`src/rtl/ipg_pkg.sv`:
```
// Shared constants, mode codes and helpers for the indicator pattern generator.
// No dependencies; used by every module under rtl.
`default_nettype none
package ipg_pkg;

  localparam int unsigned BEEP_W = 12;
  localparam int unsigned BAT_W  = 11;
  localparam int unsigned EXT_W  = 10;

  localparam int unsigned BUZ_MODE_W = 3;
  localparam int unsigned BAT_MODE_W = 4;
  localparam int unsigned EXT_MODE_W = 2;
  localparam int unsigned CFG_IDX_W  = 2;
  localparam int unsigned CFG_DATA_W = 4;
  localparam int unsigned OUT_W      = 12;
  localparam int unsigned OUT_TDATA_W = 16;
  localparam int unsigned IN_TDATA_W  = 8;

  // configuration register indexes
  localparam logic [CFG_IDX_W-1:0] CFG_BUZZER   = 2'd0;
  localparam logic [CFG_IDX_W-1:0] CFG_BATTERY  = 2'd1;
  localparam logic [CFG_IDX_W-1:0] CFG_EXTERNAL = 2'd2;

  // buzzer modes
  localparam logic [BUZ_MODE_W-1:0] BUZ_OFF    = 3'd0;
  localparam logic [BUZ_MODE_W-1:0] BUZ_SLOW   = 3'd1;
  localparam logic [BUZ_MODE_W-1:0] BUZ_FAST   = 3'd2;
  localparam logic [BUZ_MODE_W-1:0] BUZ_VFAST  = 3'd3;
  localparam logic [BUZ_MODE_W-1:0] BUZ_STEADY = 3'd4;
  localparam logic [BUZ_MODE_W-1:0] BUZ_SOS    = 3'd5;

  // battery LED modes
  localparam logic [BAT_MODE_W-1:0] BAT_OFF      = 4'd0;
  localparam logic [BAT_MODE_W-1:0] BAT_BLINK    = 4'd1;
  localparam logic [BAT_MODE_W-1:0] BAT_FILL2    = 4'd2;
  localparam logic [BAT_MODE_W-1:0] BAT_FILL3    = 4'd3;
  localparam logic [BAT_MODE_W-1:0] BAT_SOLID1   = 4'd4;
  localparam logic [BAT_MODE_W-1:0] BAT_SOLID2   = 4'd5;
  localparam logic [BAT_MODE_W-1:0] BAT_SOLID3   = 4'd6;
  localparam logic [BAT_MODE_W-1:0] BAT_SHORT    = 4'd7;
  localparam logic [BAT_MODE_W-1:0] BAT_NOBAT    = 4'd8;
  localparam logic [BAT_MODE_W-1:0] BAT_CAL_RUN  = 4'd9;
  localparam logic [BAT_MODE_W-1:0] BAT_CAL_FAIL = 4'd10;

  // external LED modes
  localparam logic [EXT_MODE_W-1:0] EXT_OFF   = 2'd0;
  localparam logic [EXT_MODE_W-1:0] EXT_ON    = 2'd1;
  localparam logic [EXT_MODE_W-1:0] EXT_BLINK = 2'd2;

  // beep timing
  localparam logic [BEEP_W-1:0] SLOW_ON   = 12'd1950;
  localparam logic [BEEP_W-1:0] SLOW_END  = 12'd2000;
  localparam logic [BEEP_W-1:0] FAST_ON   = 12'd450;
  localparam logic [BEEP_W-1:0] FAST_END  = 12'd500;
  localparam logic [BEEP_W-1:0] VFAST_ON  = 12'd100;
  localparam logic [BEEP_W-1:0] VFAST_END = 12'd150;
  localparam logic [BEEP_W-1:0] SOS_END   = 12'd4000;

  localparam int unsigned SOS_N = 18;
  typedef logic [BEEP_W-1:0] sos_tab_t [SOS_N];
  localparam sos_tab_t SOS_AT = '{
    12'd1, 12'd100, 12'd200, 12'd300, 12'd400, 12'd500, 12'd700, 12'd900, 12'd1000,
    12'd1200, 12'd1300, 12'd1500, 12'd1700, 12'd1800, 12'd1900, 12'd2000, 12'd2100,
    12'd2200
  };

  // SOS edge lookup: hit set when count lands on an edge, level is tone on/off there
  typedef struct packed {
    logic hit;
    logic level;
  } sos_edge_t;

  function automatic sos_edge_t sos_lookup(input logic [BEEP_W-1:0] c);
    sos_edge_t r;
    r.hit   = 1'b0;
    r.level = 1'b0;
    for (int i = 0; i < SOS_N; i++) begin
      if (c == SOS_AT[i]) begin
        r.hit   = 1'b1;
        r.level = ~i[0];
      end
    end
    return r;
  endfunction

  // strictly between lo and hi
  function automatic logic between(input logic [BAT_W-1:0] c, input logic [BAT_W-1:0] lo,
                                   input logic [BAT_W-1:0] hi);
    return (c > lo) && (c < hi);
  endfunction

endpackage
`default_nettype wire

```
`src/rtl/indicator_pattern_generator_unit.sv`:
```
// Indicator pattern generator, top level: mode registers, pattern units, result register.
// Depends on ipg_pkg, ipg_buzzer, ipg_battery, ipg_external.
//
// Takes one item per clock. Each item carries a tick bit; a tick of 1 advances the
// buzzer, battery/voltage LED and external LED patterns by one millisecond, a tick of 0
// leaves them alone. Every item yields one result with all current levels, ready in the
// result register the cycle after the item is taken. The input is taken whenever the
// result register is empty or being drained, so a stalled output holds the input off.
// Mode registers are written through the cfg port, which is always ready; index 3 is
// ignored. Patterns go on from their counters' current values across mode changes.
`default_nettype none
module indicator_pattern_generator_unit (
  input  wire logic                              clk,
  input  wire logic                              rst,
  input  wire logic                              s_axis_tvalid,
  output logic                                   s_axis_tready,
  input  wire logic [ipg_pkg::IN_TDATA_W-1:0]    s_axis_tdata,   // [0] tick
  output logic                                   m_axis_tvalid,
  input  wire logic                              m_axis_tready,
  // [0] buzzer_on, [3:1] battery_leds, [10:4] voltage_leds, [11] external_led
  output logic [ipg_pkg::OUT_TDATA_W-1:0]        m_axis_tdata,
  input  wire logic                              cfg_valid,
  output logic                                   cfg_ready,
  input  wire logic [ipg_pkg::CFG_IDX_W-1:0]     cfg_index,
  input  wire logic [ipg_pkg::CFG_DATA_W-1:0]    cfg_data
);

  logic [ipg_pkg::BUZ_MODE_W-1:0] buzzer_mode;
  logic [ipg_pkg::BAT_MODE_W-1:0] battery_led_mode;
  logic [ipg_pkg::EXT_MODE_W-1:0] external_led_mode;

  logic                      out_valid;
  logic [ipg_pkg::OUT_W-1:0] out_data;
  logic                      accept, step;
  logic                      buz_next, ext_next;
  logic [2:0]                leds_next;
  logic [6:0]                volt_next;

  assign cfg_ready     = 1'b1;
  assign s_axis_tready = ~out_valid | m_axis_tready;
  assign accept        = s_axis_tvalid & s_axis_tready;
  assign step          = accept & s_axis_tdata[0];

  always_ff @(posedge clk) begin
    if (rst) begin
      buzzer_mode       <= ipg_pkg::BUZ_OFF;
      battery_led_mode  <= ipg_pkg::BAT_OFF;
      external_led_mode <= ipg_pkg::EXT_OFF;
    end else if (cfg_valid) begin
      case (cfg_index)
        ipg_pkg::CFG_BUZZER:   buzzer_mode       <= cfg_data[ipg_pkg::BUZ_MODE_W-1:0];
        ipg_pkg::CFG_BATTERY:  battery_led_mode  <= cfg_data;
        ipg_pkg::CFG_EXTERNAL: external_led_mode <= cfg_data[ipg_pkg::EXT_MODE_W-1:0];
        default: ;
      endcase
    end
  end

  ipg_buzzer u_buzzer (
    .clk        (clk),
    .rst        (rst),
    .step       (step),
    .mode       (buzzer_mode),
    .level_next (buz_next)
  );

  ipg_battery u_battery (
    .clk       (clk),
    .rst       (rst),
    .step      (step),
    .mode      (battery_led_mode),
    .leds_next (leds_next),
    .volt_next (volt_next)
  );

  ipg_external u_external (
    .clk        (clk),
    .rst        (rst),
    .step       (step),
    .mode       (external_led_mode),
    .level_next (ext_next)
  );

  always_ff @(posedge clk) begin
    if (rst) begin
      out_valid <= 1'b0;
    end else if (accept) begin
      out_valid <= 1'b1;
    end else if (m_axis_tready) begin
      out_valid <= 1'b0;
    end
  end

  always_ff @(posedge clk) begin
    if (accept) begin
      out_data <= {ext_next, volt_next, leds_next, buz_next};
    end
  end

  assign m_axis_tvalid = out_valid;
  assign m_axis_tdata  = {{(ipg_pkg::OUT_TDATA_W - ipg_pkg::OUT_W){1'b0}}, out_data};

  a_stall_blocks: assert property (@(posedge clk) disable iff (rst)
    (out_valid && !m_axis_tready) |-> !s_axis_tready)
    else $error("input taken while result stalled");

  a_accept_fills: assert property (@(posedge clk) disable iff (rst)
    accept |=> m_axis_tvalid)
    else $error("accepted item produced no result");

endmodule
`default_nettype wire

```
`src/rtl/ipg_buzzer.sv`:
```
// Buzzer pattern: shared beep counter and held tone level.
// Depends on ipg_pkg.
`default_nettype none
module ipg_buzzer (
  input  wire logic                            clk,
  input  wire logic                            rst,
  input  wire logic                            step,
  input  wire logic [ipg_pkg::BUZ_MODE_W-1:0]  mode,
  output logic                                 level_next
);

  logic [ipg_pkg::BEEP_W-1:0] beep_count, beep_count_next, inc;
  logic                       level;
  ipg_pkg::sos_edge_t         sos;

  assign inc = beep_count + 1'b1;
  assign sos = ipg_pkg::sos_lookup(inc);

  always_comb begin
    level_next      = level;
    beep_count_next = beep_count;
    if (step) begin
      case (mode)
        ipg_pkg::BUZ_OFF:    level_next = 1'b0;
        ipg_pkg::BUZ_STEADY: level_next = 1'b1;
        ipg_pkg::BUZ_SLOW: begin
          beep_count_next = inc;
          if (inc == ipg_pkg::SLOW_ON) level_next = 1'b1;
          if (inc > ipg_pkg::SLOW_END) begin
            level_next = 1'b0;
            beep_count_next = '0;
          end
        end
        ipg_pkg::BUZ_FAST: begin
          beep_count_next = inc;
          if (inc == ipg_pkg::FAST_ON) level_next = 1'b1;
          if (inc > ipg_pkg::FAST_END) begin
            level_next = 1'b0;
            beep_count_next = '0;
          end
        end
        ipg_pkg::BUZ_VFAST: begin
          beep_count_next = inc;
          if (inc == ipg_pkg::VFAST_ON) level_next = 1'b1;
          if (inc > ipg_pkg::VFAST_END) begin
            level_next = 1'b0;
            beep_count_next = '0;
          end
        end
        ipg_pkg::BUZ_SOS: begin
          beep_count_next = inc;
          if (sos.hit) level_next = sos.level;
          if (inc > ipg_pkg::SOS_END) begin
            level_next = 1'b0;
            beep_count_next = '0;
          end
        end
        default: ;
      endcase
    end
  end

  always_ff @(posedge clk) begin
    if (rst) begin
      beep_count <= '0;
      level      <= 1'b0;
    end else begin
      beep_count <= beep_count_next;
      level      <= level_next;
    end
  end

  a_beep_bound: assert property (@(posedge clk) disable iff (rst)
    beep_count <= ipg_pkg::SOS_END)
    else $error("beep counter past SOS period");

endmodule
`default_nettype wire

```
`src/rtl/ipg_battery.sv`:
```
// Battery and voltage LED patterns with their shared tick counter.
// Depends on ipg_pkg.
`default_nettype none
module ipg_battery (
  input  wire logic                            clk,
  input  wire logic                            rst,
  input  wire logic                            step,
  input  wire logic [ipg_pkg::BAT_MODE_W-1:0]  mode,
  output logic [2:0]                           leds_next,
  output logic [6:0]                           volt_next
);

  logic [ipg_pkg::BAT_W-1:0] battery_count, battery_count_next, c;
  logic [2:0]                battery_level;
  logic [6:0]                voltage_level;

  assign c = battery_count + 1'b1;

  always_comb begin
    leds_next          = battery_level;
    volt_next          = voltage_level;
    battery_count_next = battery_count;
    if (step) begin
      case (mode)
        ipg_pkg::BAT_OFF: begin
          leds_next          = 3'd0;
          battery_count_next = '0;
        end
        ipg_pkg::BAT_SOLID1: leds_next = 3'd1;
        ipg_pkg::BAT_SOLID2: leds_next = 3'd3;
        ipg_pkg::BAT_SOLID3: leds_next = 3'd7;
        ipg_pkg::BAT_BLINK: begin
          battery_count_next = c;
          leds_next = (c < 11'd500) ? 3'd0 : 3'd1;
          if (c > 11'd1000) battery_count_next = '0;
        end
        ipg_pkg::BAT_FILL2, ipg_pkg::BAT_FILL3: begin
          battery_count_next = c;
          if (c < 11'd500) leds_next = 3'd0;
          if (ipg_pkg::between(c, 11'd500, 11'd1000)) leds_next = 3'd1;
          if (ipg_pkg::between(c, 11'd1000, 11'd1500)) leds_next = 3'd3;
          if (mode == ipg_pkg::BAT_FILL2) begin
            if (c > 11'd1500) battery_count_next = '0;
          end else begin
            if (ipg_pkg::between(c, 11'd1500, 11'd2000)) leds_next = 3'd7;
            if (c > 11'd2000) battery_count_next = '0;
          end
        end
        ipg_pkg::BAT_SHORT: begin
          battery_count_next = c;
          leds_next = (c < 11'd50) ? 3'd7 : 3'd0;
          if (c > 11'd1000) battery_count_next = '0;
        end
        ipg_pkg::BAT_NOBAT: begin
          battery_count_next = c;
          if (c < 11'd50) leds_next = 3'd7;
          if (ipg_pkg::between(c, 11'd50, 11'd150)) leds_next = 3'd0;
          if (ipg_pkg::between(c, 11'd150, 11'd200)) leds_next = 3'd7;
          if (ipg_pkg::between(c, 11'd200, 11'd1000)) leds_next = 3'd0;
          if (c > 11'd1000) battery_count_next = '0;
        end
        ipg_pkg::BAT_CAL_RUN: begin
          battery_count_next = c;
          if (ipg_pkg::between(c, 11'd0, 11'd50))    volt_next = 7'h20;
          if (ipg_pkg::between(c, 11'd50, 11'd100))  volt_next = 7'h10;
          if (ipg_pkg::between(c, 11'd100, 11'd150)) volt_next = 7'h08;
          if (ipg_pkg::between(c, 11'd150, 11'd200)) volt_next = 7'h04;
          if (ipg_pkg::between(c, 11'd200, 11'd250)) volt_next = 7'h02;
          if (ipg_pkg::between(c, 11'd250, 11'd300)) volt_next = 7'h01;
          if (ipg_pkg::between(c, 11'd300, 11'd350)) volt_next = 7'h40;
          if (c > 11'd400) battery_count_next = '0;
        end
        ipg_pkg::BAT_CAL_FAIL: begin
          battery_count_next = c;
          if (ipg_pkg::between(c, 11'd0, 11'd50))   volt_next = 7'h7F;
          if (ipg_pkg::between(c, 11'd50, 11'd1000)) volt_next = 7'h00;
          if (c > 11'd1000) battery_count_next = '0;
        end
        default: ;
      endcase
    end
  end

  always_ff @(posedge clk) begin
    if (rst) begin
      battery_count <= '0;
      battery_level <= '0;
      voltage_level <= '0;
    end else begin
      battery_count <= battery_count_next;
      battery_level <= leds_next;
      voltage_level <= volt_next;
    end
  end

  a_bat_bound: assert property (@(posedge clk) disable iff (rst)
    battery_count <= 11'd2000)
    else $error("battery counter past longest period");

endmodule
`default_nettype wire

```
`src/rtl/ipg_external.sv`:
```
// External LED pattern: off, on or blink with its own tick counter.
// Depends on ipg_pkg.
`default_nettype none
module ipg_external (
  input  wire logic                            clk,
  input  wire logic                            rst,
  input  wire logic                            step,
  input  wire logic [ipg_pkg::EXT_MODE_W-1:0]  mode,
  output logic                                 level_next
);

  logic [ipg_pkg::EXT_W-1:0] external_count, external_count_next, inc;
  logic                      level;

  assign inc = external_count + 1'b1;

  always_comb begin
    level_next          = level;
    external_count_next = external_count;
    if (step) begin
      case (mode)
        ipg_pkg::EXT_OFF: begin
          level_next          = 1'b0;
          external_count_next = '0;
        end
        ipg_pkg::EXT_ON: begin
          level_next          = 1'b1;
          external_count_next = '0;
        end
        ipg_pkg::EXT_BLINK: begin
          level_next          = (inc >= 10'd500);
          external_count_next = (inc > 10'd1000) ? '0 : inc;
        end
        default: ;
      endcase
    end
  end

  always_ff @(posedge clk) begin
    if (rst) begin
      external_count <= '0;
      level          <= 1'b0;
    end else begin
      external_count <= external_count_next;
      level          <= level_next;
    end
  end

  a_ext_bound: assert property (@(posedge clk) disable iff (rst)
    external_count <= 10'd1000)
    else $error("external counter past blink period");

endmodule
`default_nettype wire

```
`config.mk`:
```
export PLATFORM = sky130hd
export DESIGN_NAME = indicator_pattern_generator_unit
export DESIGN_NICKNAME = d
export VERILOG_FILES = /design/src/rtl/ipg_pkg.sv /design/src/rtl/indicator_pattern_generator_unit.sv /design/src/rtl/ipg_buzzer.sv /design/src/rtl/ipg_battery.sv /design/src/rtl/ipg_external.sv
export SDC_FILE = /design/constraint.sdc
export NUM_CORES = 1
export LEC_CHECK = 0
export BUFFER_PORTS_ARGS = -buffer_cell sky130_fd_sc_hd__buf_2
export CAP_MARGIN = 0
export CORE_ASPECT_RATIO = 2
export CORE_MARGIN = 5
export CORE_UTILIZATION = 35
export DETAILED_ROUTE_END_ITERATION = 10
export PLACE_DENSITY = 0.51
export RECOVER_POWER = 100
export SYNTH_ARGS = -nofsm -noshare
export SYNTH_HDL_FRONTEND = slang
export SYNTH_HIERARCHICAL = 1
export SYNTH_SLANG_ARGS = --single-unit
```
`constraint.sdc`:
```
create_clock -name clk -period 3.3 [get_ports clk]
set_clock_uncertainty 0.2 [all_clocks]
set_input_delay 0 -clock clk [delete_from_list [all_inputs] [get_ports clk]]
set_output_delay 0 -clock clk [all_outputs]
set_load 0.01 [all_outputs]
```
==> reports/results.ini, run 1 <==
[timing]
finalMaxSlewViolations=0
hold_viol=0
worstMarginPinSlew_ns=1.063
tns_ns=0
relSlewSlack_pct=29.08
period_share_pct=97.08
fin_crit_ns=3.204
fmax_ghz=0.3122
worst_slack_ns=0.09645
setup_violations=0

[pwr]
power_w=0.002075
peakVddDrop_mv=0.2026
p_leak_nw=3.017
p_per_area_nw_per_um2=248.7

[floorplan]
rows=72
die_h_um=206.6
die_x_um=108.3
boundaryPins=38
initial_core_util_pct=35.25
core_um2=19190
die_area_um2=22370

[worst_setup_path]
cp-startpoint=u_battery/battery_count[5]
required_ns=3.33
r2r.worst_path.cells=10
endpoint=u_battery/voltage_level[6]
r2r_start=u_battery/battery_count[5]
criticalPathCategory=reg2reg
reg2reg_slack_ns=0.1
start_kind=flop
critPathArrivalTime_ns=3.24
r2r-end=u_battery/voltage_level[6]
cp-end-kind=flop
cp_max_fo=11

[flow_run]
cap_violations=0

[route]
drt_wl_total_mm=26.12
drtIter0Drc=316
vias_per_cell=5.907
num_vias=7502
drcViolationCount=0
drt_first_pass_iters=5
wl_per_cell_um=20.57
ant_nets=0

[synth]
synth_area_leaders=dfxtp_1 16%, nand2_1 5.4%, edfxtp_1 5.3%
synth-main-ff-cell=dfxtp_1
netlist_instances=901
ys_ff_latch=67
synth_edf_count=12
yosysSeqAreaShare_pct=21.61
synth_async_sr_flop_share_pct=0
synth_top_area_share_pct=16.28
synth_top_area_cell=dfxtp_1
ys_types=106
avgSynthCellArea_um2=7.507
yosysWarnings=6
syn-cell-area_um2=6764

[clocking]
cts_buffers=9
cts_num_sinks=67
cts.path.max_buffers=2
htreeDepth=3
cts_tree=done
root_buffer=clkbuf_16
clk-insertion-delay-late_ns=0.33
clk_pin_slew_ns=0.06

[cells_and_area]
final_layout_size_suffix_gt1_share_pct=21.07
diodes=0
finalNonFillerCells=1270
final_util_pct=43.49
area_delta_synth_final_pct=23.36
layout.nets=1033
layout_commonest_cell=buf_4
final_cell_mix=117 x buf_4, 97 x nand2_1, 63 x nor2_1

[global_routing]
grt_pass1_vias=7535
grt_pass1_wl_mm=39.83
grt_remaining_overflow=0
track_usage_pct=23.36
grt_max_degree=41
antenna_found_initial=0

[place]
portBuffers=25
place.gp.congestion=0.9689
place_worst_setup_slack_ns=-0.01455
placed_cells=1231
place_hpwl_mm=20.94

[status]
run_status=finished clean

[min_path]
hold_class=in2reg

==> cell type report <==
cell class / instances / area (um2)
Clock buffer: 9 / 225.2
Clock inverter: 7 / 90.09
Timing Repair Buffer: 167 / 1251
Multi-Input combinational cell: 738 / 4906
Fill cell: 2031 / 10840
Tap cell: 259 / 324.1
Sequential cell: 67 / 1461
Inverter: 23 / 86.33
==> synth_stat cells, types with 7 or more instances <==
cell type,count
mux2i_1,13
a21boi_0,8
o22ai_1,12
buf_2,27
and4_1,7
nand2_1,97
nand3b_1,7
dfxtp_1,55
nand4_1,19
o211ai_1,9
a21oi_1,55
nor3_1,26
or2_2,7
buf_4,13
nor3b_1,7
nor2b_1,16
buf_6,10
a211oi_1,13
xor2_1,13
clkbuf_1,25
nor2_1,64
a31oi_1,18
or4_1,10
ha_1,8
nor4_1,20
inv_1,22
or3_1,13
xnor2_1,14
nand3_1,28
and2_1,22
nand2b_1,27
o31ai_1,15
edfxtp_1,12
o21ai_0,38
==> cells by family (layout without fill, tap and decap cells) <==
family	after synthesis	count (layout)	synth area share (%)
AND/OR/NAND/NOR	416	416	34.85
AO/OA/AOI/OAI	268	268	28.54
buffers and inverters	99	206	7.825
flip-flops	67	67	21.61
XOR/XNOR	27	27	3.496
multiplexers	14	14	2.090
adder cells (fa/ha/maj)	8	8	1.480
other	2	5	0.1110
==> through the flow <==
step,hold WS [ns],cell area (um2)
finish,0.1705,8344
global route,0.1905,8344
CTS,0.1513,8192
detailed placement,0.06267,7712
global placement,0.05468,7712
floorplan,-0.1284,6775
==> routing by layer <==
layer | wire, um | GRT usage, %
met5 | 0 | 0
met2 | 14520 | 46.35
met1 | 8315 | 19.47
met3 | 631 | 2.552
met4 | 2657 | 20.68
==> flip-flops by register name (all words and copies together), names as in the netlist, 2 cells and up <==
signal                     cells
u_battery/battery_level        3
out_data                      12
u_battery/voltage_level        7
u_battery/battery_count       11
buzzer_mode                    3
u_buzzer/beep_count           12
battery_led_mode               4
external_led_mode              2
u_external/external_count     10
==> power by group <==
part / switching [W] / leakage, nW / internal, W / total, W
logic: 0.0000975 / 2.30 / 0.0000631 / 0.000161
clock network: 0.000383 / 0.153 / 0.000659 / 0.00104
registers: 0.0000212 / 0.566 / 0.000852 / 0.000873
total: 0.000501 / 3.02 / 0.00157 / 0.00208
==> how the worst min path moves through the flow <==
stage | startpoint | cells after the start | to | slack, ns
floorplan | rst | 1 | u_external/level | -0.13
global placement | s_axis_tvalid | 3 | m_axis_tvalid | 0.05
CTS | s_axis_tdata[0] | 5 | u_battery/voltage_level[5] | 0.15
detailed placement | s_axis_tvalid | 3 | m_axis_tvalid | 0.06
global route | s_axis_tdata[0] | 5 | u_battery/voltage_level[5] | 0.19
finish | s_axis_tdata[0] | 5 | u_battery/voltage_level[5] | 0.17
==> what timing repair did <==
action / in CTS / in global routing
hold buffers: 15 / 0
setup endpoints to repair: 5 / 35
endpoints found under the hold margin: 21 / 0
pin swaps: 0 / 7
setup buffers: 0 / 8
gates resized for setup: 5 / 27
==> worst max-delay path, cell delays in order, from the launching register on <==
cell,delay [ns]
dfxtp_1,0.45
buf_4,0.24
nand2_1,0.17
nor3_2,0.27
buf_4,0.16
o211ai_1,0.16
a22oi_4,0.30
or3b_4,0.44
nor3b_2,0.21
a221o_1,0.35
and2_1,0.15
No activity file was read; power rests on OpenSTA's default activity.
==> inputs of run 2 (changes only) <==
Settings changed: PLACE_DENSITY 0.51 to 0.5.
Clock period 3.3 ns to 3.74 ns, I/O delays scaled along.
==> run 2 against run 1 <==
  * Sequential cell count unchanged
  * Largest power group unchanged
  * Worst hold slack better by 0.00090 ns
  * First-iteration DRC count is 13% higher
  * Final area shrank 8.2%
  * Die area did not move
==> reports/results.ini, run 2 (synthesis gave the netlist of run 1 again) <==
[floorplan]
boundaryPins=38  ; unchanged
rows=72  ; unchanged
die_x_um=108.3  ; unchanged
core_um2=19190  ; unchanged
die_h_um=206.6  ; unchanged
die_area_um2=22370  ; unchanged
initial_core_util_pct=35.25  ; unchanged

[route]
drt_wl_total_mm=25.63  ; -1.9%
drcViolationCount=0  ; unchanged
wl_per_cell_um=21.25  ; +3.3%
drtIter0Drc=358  ; +13%
vias_per_cell=5.925  ; +0.30%
ant_nets=0  ; unchanged
drt_first_pass_iters=5  ; unchanged
num_vias=7145  ; -4.8%

[cells_and_area]
final_cell_mix=97 x nand2_1, 64 x nor2_1, 59 x buf_4
layout_commonest_cell=nand2_1
area_delta_synth_final_pct=13.30
final_layout_size_suffix_gt1_share_pct=14.36  ; -6.7 points
layout.nets=969  ; -6.2%
fin_area_um2=7664  ; -8.2%
diodes=0  ; unchanged
largestRegisters=out_data (12), u_buzzer/beep_count (12), u_battery/battery_count (11)

[min_path]
min-delay-start=s_axis_tdata[0]
hold_class=in2reg
whs_path_depth=5  ; unchanged
holdPathEnd=u_battery/voltage_level[5]

[worst_setup_path]
cp_max_fo=17  ; +6
cp-end-kind=flop
reg2reg_slack_ns=0.13  ; +0.03 ns
required_ns=3.61  ; +0.28 ns
criticalPathCategory=reg2reg
r2r_start=u_battery/battery_count[3]
critPathArrivalTime_ns=3.48  ; +0.24 ns
start_kind=flop
r2r.worst_path.cells=10  ; unchanged
r2r-end=out_data[2]

[timing]
rsz0062_at_grt=no
relSlewSlack_pct=31.42  ; +2.3 points
setup_violations=0  ; unchanged
hold_viol=0  ; unchanged
finalMaxSlewViolations=0  ; unchanged
fmax_ghz=0.2770  ; -11%
holdWs_ns=0.1714  ; +0.0008990 ns
fin_crit_ns=3.610  ; +0.4067 ns
worstMarginPinSlew_ns=1.028  ; -0.03503 ns
period_share_pct=96.53  ; -0.55 points

[clocking]
htreeDepth=3  ; unchanged
cts_num_sinks=67  ; unchanged
clk-insertion-delay-late_ns=0.35  ; +0.02 ns
cts_buffers=9  ; unchanged
cts_tree=done
cts_setup_buffers=0  ; unchanged
cts.path.max_buffers=2  ; unchanged
root_buffer=clkbuf_16
clk_pin_slew_ns=0.07  ; about the same

[pwr]
p_per_area_nw_per_um2=235.9  ; -5.1%
p_leak_nw=2.639  ; -13%
peakVddDrop_mv=0.1931  ; -4.7%

[place]
dpl_cell_area_um2=7262  ; -5.8%
portBuffers=25  ; unchanged
place.gp.congestion=0.9628  ; -0.63%
place_hpwl_mm=19.97  ; -4.6%

[global_routing]
grt_remaining_overflow=0  ; unchanged
grt_max_degree=40  ; -2.4%
grt_pass1_vias=7131  ; -5.4%
track_usage_pct=23.31  ; -0.049 points
antenna_found_initial=0  ; unchanged
grt_pass1_wl_mm=39.72  ; -0.26%

[status]
run_status=finished clean

[flow_run]
cap_violations=0  ; unchanged

run 2: cell count changes in the layout (fill, tap and decap cells not counted), sizes merged:
cell,delta
bufinv,-1
inv,+2
clkinv,-1
buf,-65
dlygate4sd3,-1
clkbuf,+2
run 2: area by class of cell:
class                           instances  area (um2)
Clock inverter                          7       83.83
Sequential cell                        67        1464
Timing Repair Buffer                  103       715.7
Inverter                               23       86.33
Multi-Input combinational cell        738        4765
Clock buffer                            9       225.2
Fill cell                            2092       11520
Tap cell                              259       324.1
run 2: worst max-delay path by stage:
stage | startpoint | endpoint
5_1_grt | u_battery/battery_count[3] | out_data[2]
2_1_floorplan | u_battery/battery_count[1] | out_data[1]
4_1_cts | u_battery/battery_count[3] | out_data[2]
3_3_place_gp | u_battery/battery_count[4] | out_data[2]
6_report | u_battery/battery_count[3] | out_data[2]
3_5_place_dp | u_battery/battery_count[4] | out_data[2]
run 2: through the flow:
stage               setup slack (ns)  utilization, %  total power (W)  std cells  setup TNS, ns
finish                        0.1298           39.94         0.001808       1206              0
global route                 0.02055           39.94         0.001882       1206              0
CTS                          0.01607           40.22         0.001839       1206              0
detailed placement         -0.008375           37.85        0.0009135       1176      -0.008375
global placement             0.03716           37.85        0.0009127       1176              0
floorplan                     0.6585               -        0.0008635        904              0
run 2: power breakdown:
group,total [W],internal [W],switching [W]
clock network,0.000904,0.000528,0.000376
logic,0.000136,0.0000512,0.0000845
registers,0.000768,0.000751,0.0000169
run 2: routing by layer:
metal	share of wire [%]	vias to the layer above	routed length, um	track usage (%)
met2	59	205	15010	47.37
met4	6.5	0	1660	15.26
met1	32	3383	8270	20.37
met5	0	-	0	0
met3	2.7	81	690	3.143
li1	-	3476	-	-
run 2: worst max-delay path: stages, from the launching register on:
cell,delay [ns]
dfxtp_2,0.46
clkbuf_4,0.30
a21boi_0,0.32
o31a_1,0.35
nor2_1,0.07
o31a_1,0.33
nor4_1,0.37
buf_4,0.21
o21ai_1,0.10
a2111oi_2,0.48
nor3_1,0.13
run 2: timing repair:
action,CTS,global route
pin swaps,0,0
endpoints found under the setup margin,1,2
hold buffers,14,0
hold endpoints to repair,20,0
resized for setup,1,3
